[config.mk]
export PLATFORM = sky130hd
export DESIGN_NAME = rollback_frame_input_ring_core_flat
export DESIGN_NICKNAME = d
export VERILOG_FILES = /design/src/rtl/core/rfir_pkg.sv /design/src/rtl/core/rfir_if.sv /design/src/rtl/core/rfir_ram.sv /design/src/rtl/core/rfir_ctrl.sv /design/src/rtl/core/rfir_dp.sv /design/src/rtl/core/rollback_frame_input_ring_core.sv /design/src/flat_wrapper.sv
export SDC_FILE = /design/constraint.sdc
export NUM_CORES = 2
export LEC_CHECK = 0
export BUFFER_PORTS_ARGS = -buffer_cell sky130_fd_sc_hd__buf_4
export CORE_ASPECT_RATIO = 1.2
export CORE_MARGIN = 2
export CORE_UTILIZATION = 60
export DETAILED_ROUTE_END_ITERATION = 8
export PLACE_DENSITY_LB_ADDON = 0.15
export SLEW_MARGIN = 15
export SYNTH_ARGS = -nofsm -noshare
export SYNTH_HDL_FRONTEND = slang
export SYNTH_SLANG_ARGS = --single-unit
[constraint.sdc]
create_clock -name clk_i -period 27.3 [get_ports clk_i]
set_input_delay 5.46 -clock clk_i [delete_from_list [all_inputs] [get_ports clk_i]]
set_output_delay 5.46 -clock clk_i [all_outputs]
set_load 0.01 [all_outputs]
[src/rtl/core/rfir_pkg.sv]
// shared types and constants of the rollback frame input ring
package rfir_pkg;

  localparam int unsigned FRAME_W     = 32;
  localparam int unsigned CFG_IDX_W   = 4;
  localparam int unsigned CFG_DATA_W  = 4;
  localparam int unsigned CNT_W       = 5;
  localparam int unsigned MAX_RESULTS = 16;

  localparam logic [CFG_IDX_W-1:0]  CFG_ROLLBACK_LIMIT = 4'd0;
  localparam logic [CFG_IDX_W-1:0]  CFG_LOCAL_DELAY    = 4'd1;
  localparam logic [CFG_DATA_W-1:0] ROLLBACK_RESET     = 4'd7;
  localparam logic [CFG_DATA_W-1:0] DELAY_RESET        = 4'd2;

  typedef enum logic [2:0] {
    KIND_INS_REMOTE  = 3'd0,
    KIND_INS_LOCAL   = 3'd1,
    KIND_ADV_CONFIRM = 3'd2,
    KIND_ADV_PLAY    = 3'd3,
    KIND_READ        = 3'd4,
    KIND_SEND_PEND   = 3'd5,
    KIND_SEND_MISSED = 3'd6,
    KIND_INIT_DELAY  = 3'd7
  } kind_e;

  typedef enum logic [1:0] {
    ST_DONE    = 2'd0,
    ST_REFUSED = 2'd1,
    ST_REJECT  = 2'd2
  } status_e;

  typedef struct packed {
    logic load;
    logic exec;
    logic miss_step;
    logic stream_init;
    logic emit_single;
    logic emit_empty;
    logic emit_entry;
  } cmd_t;

  typedef struct packed {
    kind_e kind;
    logic  miss_done;
    logic  first_cont;
    logic  out_busy;
    logic  out_last;
  } sts_t;

endpackage

[src/rtl/core/rfir_if.sv]
// channel interfaces: input items, result items, register writes
interface rfir_in_if #(parameter int unsigned INPUT_BITS = 16);
  import rfir_pkg::*;
  logic                  valid;
  logic                  ready;
  logic [2:0]            kind;
  logic [FRAME_W-1:0]    frame_index;
  logic [INPUT_BITS-1:0] input_value;
  modport source (output valid, kind, frame_index, input_value, input ready);
  modport sink (input valid, kind, frame_index, input_value, output ready);
endinterface

interface rfir_out_if #(parameter int unsigned INPUT_BITS = 16);
  import rfir_pkg::*;
  logic                  valid;
  logic                  ready;
  logic [1:0]            status;
  logic [INPUT_BITS-1:0] local_value;
  logic [INPUT_BITS-1:0] remote_value;
  logic [FRAME_W-1:0]    item_frame;
  logic [FRAME_W-1:0]    gameplay_frame;
  logic [FRAME_W-1:0]    confirmed_frame;
  logic                  confirm_ready;
  logic                  gameplay_ready;
  logic                  remote_missed;
  logic                  has_data;
  logic                  last;
  modport source (output valid, status, local_value, remote_value, item_frame, gameplay_frame,
                  confirmed_frame, confirm_ready, gameplay_ready, remote_missed, has_data, last,
                  input ready);
  modport sink (input valid, status, local_value, remote_value, item_frame, gameplay_frame,
                confirmed_frame, confirm_ready, gameplay_ready, remote_missed, has_data, last,
                output ready);
endinterface

interface rfir_cfg_if;
  import rfir_pkg::*;
  logic                  valid;
  logic                  ready;
  logic [CFG_IDX_W-1:0]  index;
  logic [CFG_DATA_W-1:0] data;
  modport source (output valid, index, data, input ready);
  modport sink (input valid, index, data, output ready);
endinterface

[src/rtl/core/rfir_ram.sv]
// generic single write port ram with registered read
module rfir_ram #(
  parameter int unsigned WIDTH = 16,
  parameter int unsigned DEPTH = 16
) (
  input  logic                     clk_i,
  input  logic                     we_i,
  input  logic [$clog2(DEPTH)-1:0] waddr_i,
  input  logic [WIDTH-1:0]         wdata_i,
  input  logic [$clog2(DEPTH)-1:0] raddr_i,
  output logic [WIDTH-1:0]         rdata_o
);
  logic [WIDTH-1:0] mem_q [DEPTH];

  always_ff @(posedge clk_i) begin
    if (we_i) begin
      mem_q[waddr_i] <= wdata_i;
    end
    rdata_o <= mem_q[raddr_i];
  end
endmodule

[src/rtl/core/rfir_ctrl.sv]
// sequencer of the frame input ring
module rfir_ctrl import rfir_pkg::*; (
  input  logic clk_i,
  input  logic rst_ni,
  input  logic in_valid_i,
  output logic in_ready_o,
  input  sts_t sts_i,
  output cmd_t cmd_o
);
  typedef enum logic [2:0] {
    S_IDLE, S_EXEC, S_MISS, S_SINGLE, S_SCHK, S_SRD, S_SEMIT, S_WAIT
  } state_e;

  state_e state_q, state_d;
  logic   stream_q, stream_d;

  assign in_ready_o = (state_q == S_IDLE);

  always_comb begin
    cmd_o    = '0;
    state_d  = state_q;
    stream_d = stream_q;
    unique case (state_q)
      S_IDLE: begin
        if (in_valid_i) begin
          cmd_o.load = 1'b1;
          state_d    = S_EXEC;
        end
      end
      S_EXEC: begin
        cmd_o.exec = 1'b1;
        state_d    = S_MISS;
      end
      S_MISS: begin
        cmd_o.miss_step = 1'b1;
        if (sts_i.miss_done) begin
          if (sts_i.kind == KIND_SEND_PEND || sts_i.kind == KIND_SEND_MISSED) begin
            cmd_o.stream_init = 1'b1;
            state_d           = S_SCHK;
          end else begin
            state_d = S_SINGLE;
          end
        end
      end
      S_SINGLE: begin
        cmd_o.emit_single = 1'b1;
        stream_d          = 1'b0;
        state_d           = S_WAIT;
      end
      S_SCHK: begin
        if (sts_i.first_cont) begin
          state_d = S_SRD;
        end else begin
          cmd_o.emit_empty = 1'b1;
          stream_d         = 1'b0;
          state_d          = S_WAIT;
        end
      end
      S_SRD: begin
        state_d = S_SEMIT;
      end
      S_SEMIT: begin
        cmd_o.emit_entry = 1'b1;
        stream_d         = 1'b1;
        state_d          = S_WAIT;
      end
      S_WAIT: begin
        if (!sts_i.out_busy) begin
          state_d = (stream_q && !sts_i.out_last) ? S_SRD : S_IDLE;
        end
      end
      default: state_d = S_IDLE;
    endcase
  end

  always_ff @(posedge clk_i or negedge rst_ni) begin
    if (!rst_ni) begin
      state_q  <= S_IDLE;
      stream_q <= 1'b0;
    end else begin
      state_q  <= state_d;
      stream_q <= stream_d;
    end
  end
endmodule

[src/rtl/core/rfir_dp.sv]
// ring slots, frame counters, registers and result register
module rfir_dp import rfir_pkg::*; #(
  parameter int unsigned RING_DEPTH   = 16,
  parameter int unsigned INPUT_BITS   = 16,
  parameter int unsigned MISSED_BURST = 10
) (
  input  logic                  clk_i,
  input  logic                  rst_ni,
  input  logic [2:0]            kind_i,
  input  logic [FRAME_W-1:0]    frame_index_i,
  input  logic [INPUT_BITS-1:0] input_value_i,
  input  cmd_t                  cmd_i,
  output sts_t                  sts_o,
  rfir_cfg_if.sink              cfg_i,
  rfir_out_if.source            out_o
);
  localparam int unsigned SW = $clog2(RING_DEPTH);
  localparam int unsigned MW = $clog2(RING_DEPTH + 1);

  function automatic logic [SW-1:0] slot_of(input logic [FRAME_W-1:0] x);
    logic [FRAME_W-1:0] r;
    r = x % FRAME_W'(RING_DEPTH);
    return r[SW-1:0];
  endfunction

  function automatic logic cont(input kind_e k, input logic [FRAME_W-1:0] x,
                                input logic [CNT_W-1:0] n, input logic [FRAME_W-1:0] tp,
                                input logic [FRAME_W-1:0] cf, input logic lvx);
    logic res;
    if (k == KIND_SEND_PEND) begin
      res = (n < CNT_W'(MAX_RESULTS)) && lvx && ((n == '0) || (x <= tp && x >= cf));
    end else begin
      res = (n < CNT_W'(MISSED_BURST)) && lvx && (x < tp)
         && (({1'b0, x} + (FRAME_W+1)'(RING_DEPTH)) > ({1'b0, tp} + (FRAME_W+1)'(1)));
    end
    return res;
  endfunction

  kind_e                 kind_q;
  logic [FRAME_W-1:0]    f_q, cur_q, cur_d, conf_q, conf_d, hl_q, hl_d, hr_q, hr_d, i_q, i_d;
  logic [INPUT_BITS-1:0] v_q;
  logic [CFG_DATA_W-1:0] lim_q, dly_q;
  logic [RING_DEPTH-1:0] lv_q, lv_d, rv_q, rv_d, lok_q, lok_d, rok_q, rok_d;
  status_e               st_q, st_d;
  logic                  rm_q, rm_d;
  logic [MW-1:0]         m_q, m_d;
  logic [CNT_W-1:0]      n_q, n_d;
  logic                  ov_q, ov_d;

  logic [FRAME_W-1:0]    top, conf1, ins_f, diff, mfr, i1, start_i;
  logic [SW-1:0]         s_c1, ins_s, clr_s, s_f, s_conf, lraddr, rraddr;
  logic                  fv_c1, can_conf, can_play, in_win, miss_go, emit;
  logic [INPUT_BITS-1:0] lram_rd, rram_rd, lval, rval;
  logic [CNT_W-1:0]      n1;

  assign top      = (hr_q > hl_q) ? hr_q : hl_q;
  assign conf1    = conf_q + FRAME_W'(1);
  assign s_c1     = slot_of(conf1);
  assign fv_c1    = (conf1 <= top) && (conf1 >= conf_q) && lv_q[s_c1] && rv_q[s_c1];
  assign can_conf = fv_c1 && (conf_q < cur_q);
  assign can_play = ({1'b0, cur_q} <= ({1'b0, conf_q} + (FRAME_W+1)'(lim_q)))
                 && lv_q[slot_of(cur_q)];
  assign ins_f    = (kind_q == KIND_INS_LOCAL) ? cur_q + FRAME_W'(dly_q) : f_q;
  assign in_win   = (ins_f >= conf_q) && ((ins_f - conf_q) < FRAME_W'(RING_DEPTH));
  assign ins_s    = slot_of(ins_f);
  assign clr_s    = slot_of(ins_f + FRAME_W'(1));
  assign diff     = cur_q - conf_q - FRAME_W'(1);
  assign mfr      = conf1 + FRAME_W'(m_q);
  assign miss_go  = !can_conf && (cur_q > conf_q) && (FRAME_W'(m_q) < diff)
                 && (m_q < MW'(RING_DEPTH));
  assign i1       = i_q + FRAME_W'(1);
  assign n1       = n_q + CNT_W'(1);
  assign start_i  = (kind_q == KIND_SEND_PEND) ? conf_q : f_q;
  assign s_f      = slot_of(f_q);
  assign s_conf   = slot_of(conf_q);
  assign lraddr   = (kind_q == KIND_SEND_PEND || kind_q == KIND_SEND_MISSED) ? slot_of(i_q) : s_f;
  assign rraddr   = rv_q[s_f] ? s_f : s_conf;
  assign lval     = lok_q[lraddr] ? lram_rd : '0;
  assign rval     = rok_q[rraddr] ? rram_rd : '0;
  assign emit     = cmd_i.emit_single || cmd_i.emit_empty || cmd_i.emit_entry;

  rfir_ram #(.WIDTH(INPUT_BITS), .DEPTH(RING_DEPTH)) u_local_ram (
    .clk_i   (clk_i),
    .we_i    (cmd_i.exec && kind_q == KIND_INS_LOCAL && in_win),
    .waddr_i (ins_s),
    .wdata_i (v_q),
    .raddr_i (lraddr),
    .rdata_o (lram_rd)
  );

  rfir_ram #(.WIDTH(INPUT_BITS), .DEPTH(RING_DEPTH)) u_remote_ram (
    .clk_i   (clk_i),
    .we_i    (cmd_i.exec && kind_q == KIND_INS_REMOTE && in_win),
    .waddr_i (ins_s),
    .wdata_i (v_q),
    .raddr_i (rraddr),
    .rdata_o (rram_rd)
  );

  always_comb begin
    cur_d  = cur_q;
    conf_d = conf_q;
    hl_d   = hl_q;
    hr_d   = hr_q;
    lv_d   = lv_q;
    rv_d   = rv_q;
    lok_d  = lok_q;
    rok_d  = rok_q;
    st_d   = st_q;
    rm_d   = rm_q;
    m_d    = m_q;
    i_d    = i_q;
    n_d    = n_q;
    if (cmd_i.exec) begin
      m_d  = '0;
      rm_d = 1'b0;
      st_d = ST_DONE;
      unique case (kind_q)
        KIND_INS_REMOTE, KIND_INS_LOCAL: begin
          if (!in_win) begin
            st_d = ST_REJECT;
          end else if (kind_q == KIND_INS_REMOTE) begin
            if (ins_f > hr_q) begin
              if (ins_f > top) begin
                lv_d[clr_s]  = 1'b0;
                rv_d[clr_s]  = 1'b0;
                lok_d[clr_s] = 1'b0;
                rok_d[clr_s] = 1'b0;
              end
              hr_d = ins_f;
            end
            rv_d[ins_s]  = 1'b1;
            rok_d[ins_s] = 1'b1;
          end else begin
            if (ins_f > hl_q) begin
              if (ins_f > top) begin
                lv_d[clr_s]  = 1'b0;
                rv_d[clr_s]  = 1'b0;
                lok_d[clr_s] = 1'b0;
                rok_d[clr_s] = 1'b0;
              end
              hl_d = ins_f;
            end
            lv_d[ins_s]  = 1'b1;
            lok_d[ins_s] = 1'b1;
          end
        end
        KIND_ADV_CONFIRM: begin
          if (fv_c1) conf_d = conf1;
          else st_d = ST_REFUSED;
        end
        KIND_ADV_PLAY: begin
          if (can_play) cur_d = cur_q + FRAME_W'(1);
          else st_d = ST_REFUSED;
        end
        KIND_READ, KIND_SEND_PEND, KIND_SEND_MISSED: begin
        end
        KIND_INIT_DELAY: begin
          for (int s = 0; s < RING_DEPTH; s++) begin
            if (s < int'(dly_q)) lv_d[s] = 1'b1;
          end
          hl_d = FRAME_W'(dly_q);
        end
        default: st_d = ST_DONE;
      endcase
    end
    if (cmd_i.miss_step && miss_go) begin
      rm_d = rm_q | rv_q[slot_of(mfr)];
      m_d  = m_q + MW'(1);
    end
    if (cmd_i.stream_init) begin
      i_d = start_i;
      n_d = '0;
    end
    if (cmd_i.emit_entry) begin
      i_d = i1;
      n_d = n1;
    end
  end

  assign ov_d = emit ? 1'b1 : ((out_o.valid && out_o.ready) ? 1'b0 : ov_q);

  always_ff @(posedge clk_i or negedge rst_ni) begin
    if (!rst_ni) begin
      cur_q  <= '0;
      conf_q <= '0;
      hl_q   <= '0;
      hr_q   <= '0;
      lv_q   <= '0;
      rv_q   <= '0;
      lok_q  <= '0;
      rok_q  <= '0;
      lim_q  <= ROLLBACK_RESET;
      dly_q  <= DELAY_RESET;
      kind_q <= KIND_INS_REMOTE;
      st_q   <= ST_DONE;
      rm_q   <= 1'b0;
      m_q    <= '0;
      i_q    <= '0;
      n_q    <= '0;
      ov_q   <= 1'b0;
    end else begin
      cur_q  <= cur_d;
      conf_q <= conf_d;
      hl_q   <= hl_d;
      hr_q   <= hr_d;
      lv_q   <= lv_d;
      rv_q   <= rv_d;
      lok_q  <= lok_d;
      rok_q  <= rok_d;
      st_q   <= st_d;
      rm_q   <= rm_d;
      m_q    <= m_d;
      i_q    <= i_d;
      n_q    <= n_d;
      ov_q   <= ov_d;
      if (cmd_i.load) kind_q <= kind_e'(kind_i);
      if (cfg_i.valid && cfg_i.ready) begin
        if (cfg_i.index == CFG_ROLLBACK_LIMIT) lim_q <= cfg_i.data;
        else if (cfg_i.index == CFG_LOCAL_DELAY) dly_q <= cfg_i.data;
      end
    end
  end

  logic [1:0]            o_st;
  logic [INPUT_BITS-1:0] o_lv, o_rv;
  logic [FRAME_W-1:0]    o_fr, o_gp, o_cf;
  logic                  o_cr, o_gr, o_rm, o_hd, o_last;

  always_ff @(posedge clk_i) begin
    if (cmd_i.load) begin
      f_q <= frame_index_i;
      v_q <= input_value_i;
    end
    if (emit) begin
      o_gp <= cur_q;
      o_cf <= conf_q;
      o_cr <= can_conf;
      o_gr <= can_play;
      o_rm <= rm_q;
    end
    if (cmd_i.emit_single) begin
      o_st   <= st_q;
      o_lv   <= (kind_q == KIND_READ) ? lval : '0;
      o_rv   <= (kind_q == KIND_READ) ? rval : '0;
      o_fr   <= (kind_q == KIND_READ) ? f_q : '0;
      o_hd   <= (kind_q == KIND_READ);
      o_last <= 1'b1;
    end else if (cmd_i.emit_empty) begin
      o_st   <= ST_DONE;
      o_lv   <= '0;
      o_rv   <= '0;
      o_fr   <= start_i;
      o_hd   <= 1'b0;
      o_last <= 1'b1;
    end else if (cmd_i.emit_entry) begin
      o_st   <= ST_DONE;
      o_lv   <= lval;
      o_rv   <= '0;
      o_fr   <= i_q;
      o_hd   <= 1'b1;
      o_last <= !cont(kind_q, i1, n1, top, conf_q, lv_q[slot_of(i1)]);
    end
  end

  assign cfg_i.ready           = 1'b1;
  assign out_o.valid           = ov_q;
  assign out_o.status          = o_st;
  assign out_o.local_value     = o_lv;
  assign out_o.remote_value    = o_rv;
  assign out_o.item_frame      = o_fr;
  assign out_o.gameplay_frame  = o_gp;
  assign out_o.confirmed_frame = o_cf;
  assign out_o.confirm_ready   = o_cr;
  assign out_o.gameplay_ready  = o_gr;
  assign out_o.remote_missed   = o_rm;
  assign out_o.has_data        = o_hd;
  assign out_o.last            = o_last;

  assign sts_o.kind       = kind_q;
  assign sts_o.miss_done  = !miss_go;
  assign sts_o.first_cont = cont(kind_q, i_q, n_q, top, conf_q, lv_q[slot_of(i_q)]);
  assign sts_o.out_busy   = ov_q;
  assign sts_o.out_last   = o_last;

`ifndef SYNTHESIS
  a_remote_data: assert property (@(posedge clk_i) disable iff (!rst_ni)
    (rv_q & ~rok_q) == '0) else $error("remote valid slot without data");
  a_burst_bound: assert property (@(posedge clk_i) disable iff (!rst_ni)
    n_q <= CNT_W'(MAX_RESULTS)) else $error("stream ran past its bound");
  a_emit_valid: assert property (@(posedge clk_i) disable iff (!rst_ni)
    emit |=> ov_q) else $error("emitted beat not shown");
  a_emit_free: assert property (@(posedge clk_i) disable iff (!rst_ni)
    emit |-> !ov_q) else $error("beat emitted over a pending one");
`endif
endmodule

[src/rtl/core/rollback_frame_input_ring_core.sv]
// top level of the rollback frame input ring
// Rollback frame input ring: one command per input beat, one result beat per streamed or read
// entry, otherwise one result beat, with last on the final one. An item is accepted in the idle
// cycle and executed in the next. The remote-missed walk then visits one slot per cycle over
// min(gameplay - confirmed - 1, RING_DEPTH) slots, then a closing step; no slot is walked
// when the confirmed frame can advance. A single result is then emitted. A stream makes a first
// check and then, per entry, a slot memory read and an emit step. Each result beat sits in the
// output register until it is taken, and the sequencer moves on in the cycle after it leaves, so
// a stalled output stalls the block. The next item is accepted once the last result beat of the
// current one has left.
module rollback_frame_input_ring_core import rfir_pkg::*; #(
  parameter int unsigned RING_DEPTH   = 16,
  parameter int unsigned INPUT_BITS   = 16,
  parameter int unsigned MISSED_BURST = 10
) (
  input  logic       clk_i,
  input  logic       rst_ni,
  rfir_in_if.sink    in_i,
  rfir_cfg_if.sink   cfg_i,
  rfir_out_if.source out_o
);
  cmd_t cmd;
  sts_t sts;

  rfir_ctrl u_ctrl (
    .clk_i      (clk_i),
    .rst_ni     (rst_ni),
    .in_valid_i (in_i.valid),
    .in_ready_o (in_i.ready),
    .sts_i      (sts),
    .cmd_o      (cmd)
  );

  rfir_dp #(
    .RING_DEPTH   (RING_DEPTH),
    .INPUT_BITS   (INPUT_BITS),
    .MISSED_BURST (MISSED_BURST)
  ) u_dp (
    .clk_i         (clk_i),
    .rst_ni        (rst_ni),
    .kind_i        (in_i.kind),
    .frame_index_i (in_i.frame_index),
    .input_value_i (in_i.input_value),
    .cmd_i         (cmd),
    .sts_o         (sts),
    .cfg_i         (cfg_i),
    .out_o         (out_o)
  );
endmodule

[src/flat_wrapper.sv]
// flat-port wrapper written by rule: the top's interface ports become plain ports
module rollback_frame_input_ring_core_flat import rfir_pkg::*;
#(
  parameter int unsigned RING_DEPTH   = 16,
  parameter int unsigned INPUT_BITS   = 16,
  parameter int unsigned MISSED_BURST = 10
)
  (clk_i, rst_ni, in_i_valid, in_i_kind, in_i_frame_index, in_i_input_value, in_i_ready, cfg_i_valid, cfg_i_index, cfg_i_data, cfg_i_ready, out_o_valid, out_o_status, out_o_local_value, out_o_remote_value, out_o_item_frame, out_o_gameplay_frame, out_o_confirmed_frame, out_o_confirm_ready, out_o_gameplay_ready, out_o_remote_missed, out_o_has_data, out_o_last, out_o_ready);
  rfir_in_if #(.INPUT_BITS(INPUT_BITS)) in_i_i ();
  rfir_cfg_if cfg_i_i ();
  rfir_out_if #(.INPUT_BITS(INPUT_BITS)) out_o_i ();
  input  logic clk_i;
  input  logic rst_ni;
  input wire logic [$bits(in_i_i.valid)-1:0] in_i_valid;
  input wire logic [$bits(in_i_i.kind)-1:0] in_i_kind;
  input wire logic [$bits(in_i_i.frame_index)-1:0] in_i_frame_index;
  input wire logic [$bits(in_i_i.input_value)-1:0] in_i_input_value;
  output wire logic [$bits(in_i_i.ready)-1:0] in_i_ready;
  input wire logic [$bits(cfg_i_i.valid)-1:0] cfg_i_valid;
  input wire logic [$bits(cfg_i_i.index)-1:0] cfg_i_index;
  input wire logic [$bits(cfg_i_i.data)-1:0] cfg_i_data;
  output wire logic [$bits(cfg_i_i.ready)-1:0] cfg_i_ready;
  output wire logic [$bits(out_o_i.valid)-1:0] out_o_valid;
  output wire logic [$bits(out_o_i.status)-1:0] out_o_status;
  output wire logic [$bits(out_o_i.local_value)-1:0] out_o_local_value;
  output wire logic [$bits(out_o_i.remote_value)-1:0] out_o_remote_value;
  output wire logic [$bits(out_o_i.item_frame)-1:0] out_o_item_frame;
  output wire logic [$bits(out_o_i.gameplay_frame)-1:0] out_o_gameplay_frame;
  output wire logic [$bits(out_o_i.confirmed_frame)-1:0] out_o_confirmed_frame;
  output wire logic [$bits(out_o_i.confirm_ready)-1:0] out_o_confirm_ready;
  output wire logic [$bits(out_o_i.gameplay_ready)-1:0] out_o_gameplay_ready;
  output wire logic [$bits(out_o_i.remote_missed)-1:0] out_o_remote_missed;
  output wire logic [$bits(out_o_i.has_data)-1:0] out_o_has_data;
  output wire logic [$bits(out_o_i.last)-1:0] out_o_last;
  input wire logic [$bits(out_o_i.ready)-1:0] out_o_ready;
  assign in_i_i.valid = in_i_valid;
  assign in_i_i.kind = in_i_kind;
  assign in_i_i.frame_index = in_i_frame_index;
  assign in_i_i.input_value = in_i_input_value;
  assign in_i_ready = in_i_i.ready;
  assign cfg_i_i.valid = cfg_i_valid;
  assign cfg_i_i.index = cfg_i_index;
  assign cfg_i_i.data = cfg_i_data;
  assign cfg_i_ready = cfg_i_i.ready;
  assign out_o_valid = out_o_i.valid;
  assign out_o_status = out_o_i.status;
  assign out_o_local_value = out_o_i.local_value;
  assign out_o_remote_value = out_o_i.remote_value;
  assign out_o_item_frame = out_o_i.item_frame;
  assign out_o_gameplay_frame = out_o_i.gameplay_frame;
  assign out_o_confirmed_frame = out_o_i.confirmed_frame;
  assign out_o_confirm_ready = out_o_i.confirm_ready;
  assign out_o_gameplay_ready = out_o_i.gameplay_ready;
  assign out_o_remote_missed = out_o_i.remote_missed;
  assign out_o_has_data = out_o_i.has_data;
  assign out_o_last = out_o_i.last;
  assign out_o_i.ready = out_o_ready;
  rollback_frame_input_ring_core #(.RING_DEPTH(RING_DEPTH), .INPUT_BITS(INPUT_BITS), .MISSED_BURST(MISSED_BURST)) u_core (.clk_i(clk_i), .rst_ni(rst_ni), .in_i(in_i_i), .cfg_i(cfg_i_i), .out_o(out_o_i));
endmodule
==> metrics.txt <==
HP Class reg -> reg; final wirelength 198.1 mm; # Post-CTS Setup Buffers 0; nets 5,879; total power 5.543 mW; Max-Cap Viols 1; Async SR Flop Fraction 0.2582; Setup TNS Final 0 ns; Worst Path Required 27.59 ns; number of flops mapped to enable cells by yosys around 690; Final Util 0.6751; initial core utilization 0.6070; first-pass GRT wire length 289.5 mm; CTS buffer count 96; routed vias/inst 6.790; share of the synthesized area in the top cell type 0.3592; Skew-Pair Late Insertion Delay 0.73 ns; Worst EP arrival 10.08 ns; Post-DRT Antenna Nets 0; RSZ-0062 raised after global routing no; pwr dens 85.91 mW/mm^2; type of the worst setup path reg -> reg; Remaining Overflow, GRT 0; synth unique cells 105; commonest non-fill, non-tap cells in the layout edfxtp_1 (694), ha_1 (489), nand2_1 (391); Max Fanout on Critical Path 67; CTS resizes 0; Vias 45,280; IR drop worst, VDD between 0.1 and 0.15 mV; HPWL after DPL approximately 140 mm; net load switching power 2.132 mW; most common cell after layout, fill and taps aside edfxtp_1; Cells after Synth 5,128; fmax 0.1022 GHz; clock sinks 980; Root Buffer clkbuf_16; Static Leakage 25.39 nW; Final setup violation count 0; post-synthesis register bit count 980; P&R area growth vs syn 11.21%; Mapped Nets 5,685; share of cells above drive strength 1 0.1384; H-tree Lvls 3; Post-route DRC 0; yosys warns 0; Period minus WS final 9.789 ns; IO Count 202; slowest CP cell buf_4; sw frac 0.3846; die height 344.6 um; CTS Hold Buffers Added 0; Reg clk slew, reported paths 0.07 ns; vias in the first global route 43,540; Internal around 3.4 mW; post-synth top area cell edfxtp_1; status finished, violations left; Pre-antenna DRT Iters 8; die area 0.09920 sq mm; Worst path max stage delay 0.86 ns; sequential share of power 0.361; final worst-path cycle share 0.3586; largest net degree at the start of global routing 83; Clock Power Share 0.249; Final Wtd Congestion roughly 1.0; type of origin of the critical path register; Worst slew margin -0.01843; Synth area leaders edfxtp_1 (36%), dfrtp_1 (11%), ha_1 (11%); Total Routing Usage GR 0.3997; Top FF cell, synth edfxtp_1; buffer depth of the longest clock path 3; CTS tree built; failing checks capacitance limit, slew limit; Final Hold Fails 0; Slew Viols, Final 3; Worst setup EP type register; Die Width between 200 and 300 um; core area ~0.096 sq mm; most used cell, CP ha_1; initial antenna violation count 5; syn_area_per_cell 11.31 sq um; Netlist Area Pre-Place ~0.058 sq mm; row cnt 124; Worst Tran Pin Value roughly 1.5 ns; Port Buffers 200; wire length per cell 29.71 um; sequential-to-total area share from yosys stat 0.4798; Comb power frac 0.390; DRT iter0 DRCs between 5,000 and 6,000; Clock Skew 0.05479 ns
-- synthesized netlist by cell type, drive strengths merged, types with 36 or more instances --
library cell	instances
and3	46
nand4	120
nor3	120
xor2	101
nor4	68
a21o	85
a211oi	65
ha	489
and2	60
o21a	41
a21oi	262
o21ai	275
inv	251
mux4	161
nor2	372
edfxtp	694
xnor2	174
nand2	394
o2bb2ai	44
dfrtp	249
or3	36
nand3	147
a31oi	39
o211ai	37
buf	72
mux2i	109
nand2b	39
clkbuf	158
nor2b	52
-- power groups by stage --
stage | logic [mW] | registers, mW | clock network, mW
finish | 2.16 | 2.00 | 1.38
global route | 2.34 | 2.01 | 1.45
CTS | 2.12 | 1.99 | 1.39
detailed placement | 2.10 | 2.02 | 0
global placement | 2.08 | 2.01 | 0
floorplan | 1.36 | 1.96 | 0
-- layout make-up --
cell class	instances	area (sq um)
Tap cell	1260	1577
Clock buffer	124	2597
Inverter	254	953.4
Multi-Input combinational cell	3664	28350
Sequential cell	980	27840
Antenna cell	3	7.507
Clock inverter	57	683.2
Fill cell	7285	31060
Timing Repair Buffer	326	2507
-- logic make-up after synthesis --
logic type,synth area share
flops,0.4798
fa+ha+maj,0.1068
xor+xnor,0.04152
compound gates,0.1196
buf+inv,0.03388
simple gates,0.1329
other cells,0.00006464
mux,0.08539
-- per-stage QoR --
step	area, sq um	hold slack [ns]	instances	worst slack [ns]
after floorplan	58010	0.4196	5128	17.78
after global placement	61110	0.4549	6477	18.11
after detailed placement	61110	0.4652	6477	17.82
after CTS	64390	0.4789	6658	17.74
after global routing	64510	0.5023	6665	16.98
final	64520	0.4786	6668	17.51
-- path summary, 6_finish.rpt --
check                                                         from                                    to  slack (ns)  cells past startpoint
worst max-delay path               u_core.u_dp.hl_q[7]$_DFFE_PN0P_  u_core.u_dp.out_o.has_data$_DFFE_PP_       17.51                     30
worst min-delay path            u_core.u_ctrl.stream_q$_DFFE_PN0P_    u_core.u_ctrl.stream_q$_DFFE_PN0P_        0.48                      1
worst max register to register     u_core.u_dp.hl_q[7]$_DFFE_PN0P_  u_core.u_dp.out_o.has_data$_DFFE_PP_       17.51                     30
worst min register to register  u_core.u_ctrl.stream_q$_DFFE_PN0P_    u_core.u_ctrl.stream_q$_DFFE_PN0P_        0.48                      1
max in group asynchronous                                   rst_ni       u_core.u_dp.rv_q[1]$_DFFE_PN0P_       20.51                      3
min in group asynchronous                                   rst_ni     u_core.u_dp.cur_q[11]$_DFFE_PN0P_        4.78                      1
-- flip-flops by register name (all words and copies together) (netlist names), 32 cells and up --
register / cells
u_core.u_dp.f_q: 32
u_core.u_dp.u_remote_ram.mem_q: 256
u_core.u_dp.conf_q: 32
u_core.u_dp.cur_q: 32
u_core.u_dp.hr_q: 32
u_core.u_dp.out_o.gameplay_frame: 32
u_core.u_dp.out_o.item_frame: 32
u_core.u_dp.u_local_ram.mem_q: 256
u_core.u_dp.i_q: 32
u_core.u_dp.out_o.confirmed_frame: 32
u_core.u_dp.hl_q: 32
-- critical path: cells and delay by family, from the launching register on --
kind / cells / cell delay (ns)
flip-flops: 1 / 0.44
AO/OA/AOI/OAI: 10 / 3.04
XOR/XNOR: 1 / 0.25
adder cells (fa/ha/maj): 3 / 0.88
buffers and inverters: 4 / 1.57
AND/OR/NAND/NOR: 12 / 3.05
-- per-layer routing --
metal	GRT usage	share of wire
met1	0.4945	0.36
met2	0.6381	0.46
met3	0.07744	0.093
met4	0.2744	0.083
met5	0	0.00014
Power figures use the tool's default switching activity.
